===== src/design/grco_ram.sv =====
// Generic single-port RAM with registered read.
`default_nettype none
module grco_ram #(
	parameter int WIDTH = 8,
	parameter int DEPTH = 256
) (
	input  wire logic                     clk,
	input  wire logic                     we,
	input  wire logic [$clog2(DEPTH)-1:0] addr,
	input  wire logic [WIDTH-1:0]         wdata,
	output logic      [WIDTH-1:0]         rdata
);

	logic [WIDTH-1:0] mem [DEPTH];

	always_ff @(posedge clk) begin
		if (we) begin
			mem[addr] <= wdata;
		end
		rdata <= mem[addr];
	end

endmodule
`default_nettype wire


===== config.mk =====
export PLATFORM = sky130hd
export DESIGN_NAME = grco_ram
export DESIGN_NICKNAME = d
export VERILOG_FILES = /design/src/design/grco_ram.sv
export SDC_FILE = /design/constraint.sdc
export NUM_CORES = 2
export LEC_CHECK = 0
export BUFFER_PORTS_ARGS = -buffer_cell sky130_fd_sc_hd__buf_4
export CAP_MARGIN = 20
export CORE_ASPECT_RATIO = 0.5
export CORE_MARGIN = 2
export CORE_UTILIZATION = 24
export DETAILED_ROUTE_END_ITERATION = 10
export GPL_TIMING_DRIVEN = 0
export PLACE_DENSITY = 0.49
export REMOVE_ABC_BUFFERS = 1
export SETUP_SLACK_MARGIN = 0.3
export SYNTH_ARGS = -nofsm -noshare
export SYNTH_HDL_FRONTEND = slang
export SYNTH_SLANG_ARGS = --single-unit

===== constraint.sdc =====
create_clock -name clk -period 2.11 [get_ports clk]
set_input_delay 0.1055 -clock clk [delete_from_list [all_inputs] [get_ports clk]]
set_output_delay 0.1055 -clock clk [all_outputs]
set_load 0.02 [all_outputs]

==> impl_metrics.ini <==
[clocking]
cts_made_buffers = 205
cts_root_buffer = clkbuf_16
max-clock-path-buffers = 3
clk_pin_slew_ns = 0.06
clk-insertion-delay-late_ns = 0.84
htree_levels = 4
cts.sinks = 2056
cts_tree = done

[power]
powerDensity_nw_per_um2 = 906
p_leak_nw = 28.3
peakVddDrop_uv = 951
finalPower_mw = 86.9

[yosys]
synthDistinctLibCells = 22
ys_warn_count = 0
synth-seq-cells = 2056
syn_inst = 3547
seq_area_frac_synth_pct = 78.6
avgSynthCellArea_um2 = 22.1
syn_area_um2 = 78500

[finish]
fin_util_pct = 29.5
drive_gt1_share_pct = 36.2
seqCellArea_um2 = 61700
antenna_cells = 0
area_growth_pct = 22.2
fillers = 31200
multiInputGateArea_um2 = 18200
final_nets = 3766

[setup_path]
worstRegToRegCells = 5
cp_max_fo = 1
critPathKind = register to register
worstReg2RegStart = mem[239][3]$_DFFE_PP_
start_kind = register
crit_start = mem[239][3]$_DFFE_PP_
critPathCaptureType = register
crit_required_ns = 2.71
arrival_ns = 3.20
rrSetupSlack_ns = -0.49

[timing]
skew_ns = 0.0362
rsz0062_at_grt = yes
setup_viol = 8
slew_viol_final = 0
tns_ns = -2.91
maxSlewHeadroom_pct = 33.4
fmax_ghz = 0.385
max_slew.worst_pin.slew_ns = 1.00
timing.final.crit_share_pct = 123
fin_crit_ns = 2.60
final_hold_viol_count = 0
setup_slack_ns = -0.485

[route]
num_vias = 37800
wl_per_cell_um = 25.5
dr.pass1.iters = 5
drc = 0
viasPerCell = 4.57
drtIter0Drc = 3859
ant_nets = 0
wl_mm = 211

[status]
failed_checks = setup timing
status = finished with violations

[flow_run]
maxCapViolCount = 0

[floorplan]
fp.dieW_um = 813
pin_count = 26
initial_core_util_pct = 24.1
die_h_um = 408
core_area_um2 = 325000
rows = 148
die-area_um2 = 332000

[global_route]
grt_usage_pct = 12.4
antenna_found_initial = 1
overflow = 0
grt_pass1_vias = 39100
grt_pass1_wl_mm = 296
grt_max_degree = 153

[place]
post-dp-hpwl_mm = 118
io_buffers = 25
place.gp.congestion = 0.751

[min_path]
hold_class = primary input to register
hold_depth = 4
min_from = we
Yosys cell counts:
cell type | n | share of area, %
edfxtp_1 | 2048 | 78
nand4_1 | 8 | 0.064
or3_1 | 1 | 0.0080
clkbuf_1 | 145 | 0.69
buf_2 | 36 | 0.23
nor2b_1 | 7 | 0.056
a21oi_1 | 128 | 0.82
inv_1 | 1 | 0.0048
o41ai_1 | 32 | 0.36
buf_4 | 16 | 0.15
and2_1 | 3 | 0.024
nand2_1 | 28 | 0.13
dfxtp_1 | 8 | 0.20
a22oi_1 | 256 | 2.4
mux4_2 | 512 | 15
nor3_1 | 30 | 0.19
nand2b_1 | 6 | 0.048
or2_2 | 2 | 0.016
buf_1 | 19 | 0.091
nand3_1 | 13 | 0.083
buf_6 | 16 | 0.23
nor2_1 | 232 | 1.1
cell type report:
type | instances | area share (%)
Inverter | 1 | 0.00391
Tap cell | 4350 | 5.67
Multi-Input combinational cell | 1260 | 19.0
Clock buffer | 262 | 5.85
Timing Repair Buffer | 224 | 3.91
Sequential cell | 2056 | 64.3
Clock inverter | 119 | 1.35
timing repair:
item,4_1_cts,5_1_grt
setup endpoints to repair,2056,1347
gates resized for setup,374,188
hold endpoints to repair,894,1
cloned,24,2
setup buffers,48,10
pin swaps,54,46
hold buffers,14,1
worst paths after layout:
kind | endpoint
worst min-delay path | mem[132][7]$_DFFE_PP_
worst min register to register | rdata[7]$_DFF_P_
worst max-delay path | rdata[3]$_DFF_P_
worst max register to register | rdata[3]$_DFF_P_
registers in the layout (all words and copies together) (netlist names):
register	flops
mem	2048
rdata	8
per-stage QoR:
step	setup WS [ns]	cells	hold slack [ns]	area, um2
final	-0.485	8272	0.0570	96000
after CTS	-0.570	8255	0.00403	94900
after floorplan	-4.85	3315	0.204	77400
after global routing	-0.522	8272	0.00122	96000
after detailed placement	-3.76	7788	0.520	84900
after global placement	-16.81	7690	0.523	83000
critical path: stages (launching register included):
cell	delay, ns
edfxtp_1	0.38
mux4_2	0.53
a22oi_2	0.26
a21oi_2	0.16
o41ai_4	0.65
nand4_1	0.38
where the power goes:
group	total, mW	switching, mW	leakage, nW	internal, mW
Clock	37.3	15.5	3.38	21.8
Combinational	4.63	2.94	6.48	1.69
Sequential	45.1	0.0283	18.5	45.0
Total	86.9	18.5	28.3	68.5
logic make-up (layout without fill, tap and decap cells):
family / after synthesis / in the layout / synth area share (%)
flip-flops: 2056 / 2056 / 78.6
AO/OA/AOI/OAI: 416 / 416 / 3.62
multiplexers: 512 / 512 / 14.7
AND/OR/NAND/NOR: 330 / 332 / 1.73
buffers and inverters: 233 / 606 / 1.40
cells in the final DEF, fill, tap and decap left out, drive strengths merged:
| master | instances |
|---|---|
| nand2 | 28 |
| clkinv | 78 |
| dfxtp | 8 |
| bufbuf | 17 |
| a22oi | 256 |
| clkbuf | 263 |
| or2 | 2 |
| nand3 | 13 |
| clkinvlp | 8 |
| a21oi | 128 |
| nor3 | 30 |
| nor2 | 232 |
| nand2b | 6 |
| or3 | 1 |
| nand4 | 8 |
| dlygate4sd3 | 15 |
| bufinv | 24 |
| inv | 10 |
| edfxtp | 2048 |
| mux4 | 512 |
| buf | 191 |
| nor2b | 8 |
| and2 | 4 |
| o41ai | 32 |
routing by layer:
| metal | part of all wire [%] | track usage [%] | vias up |
|---|---|---|---|
| li1 | - | - | 15600 |
| met1 | 41 | 16.3 | 20600 |
| met2 | 50 | 20.9 | 1340 |
| met3 | 6.6 | 2.35 | 280 |
| met4 | 2.6 | 3.47 | 0 |
| met5 | 0 | 0 | - |
Power figures use the tool's default switching activity.
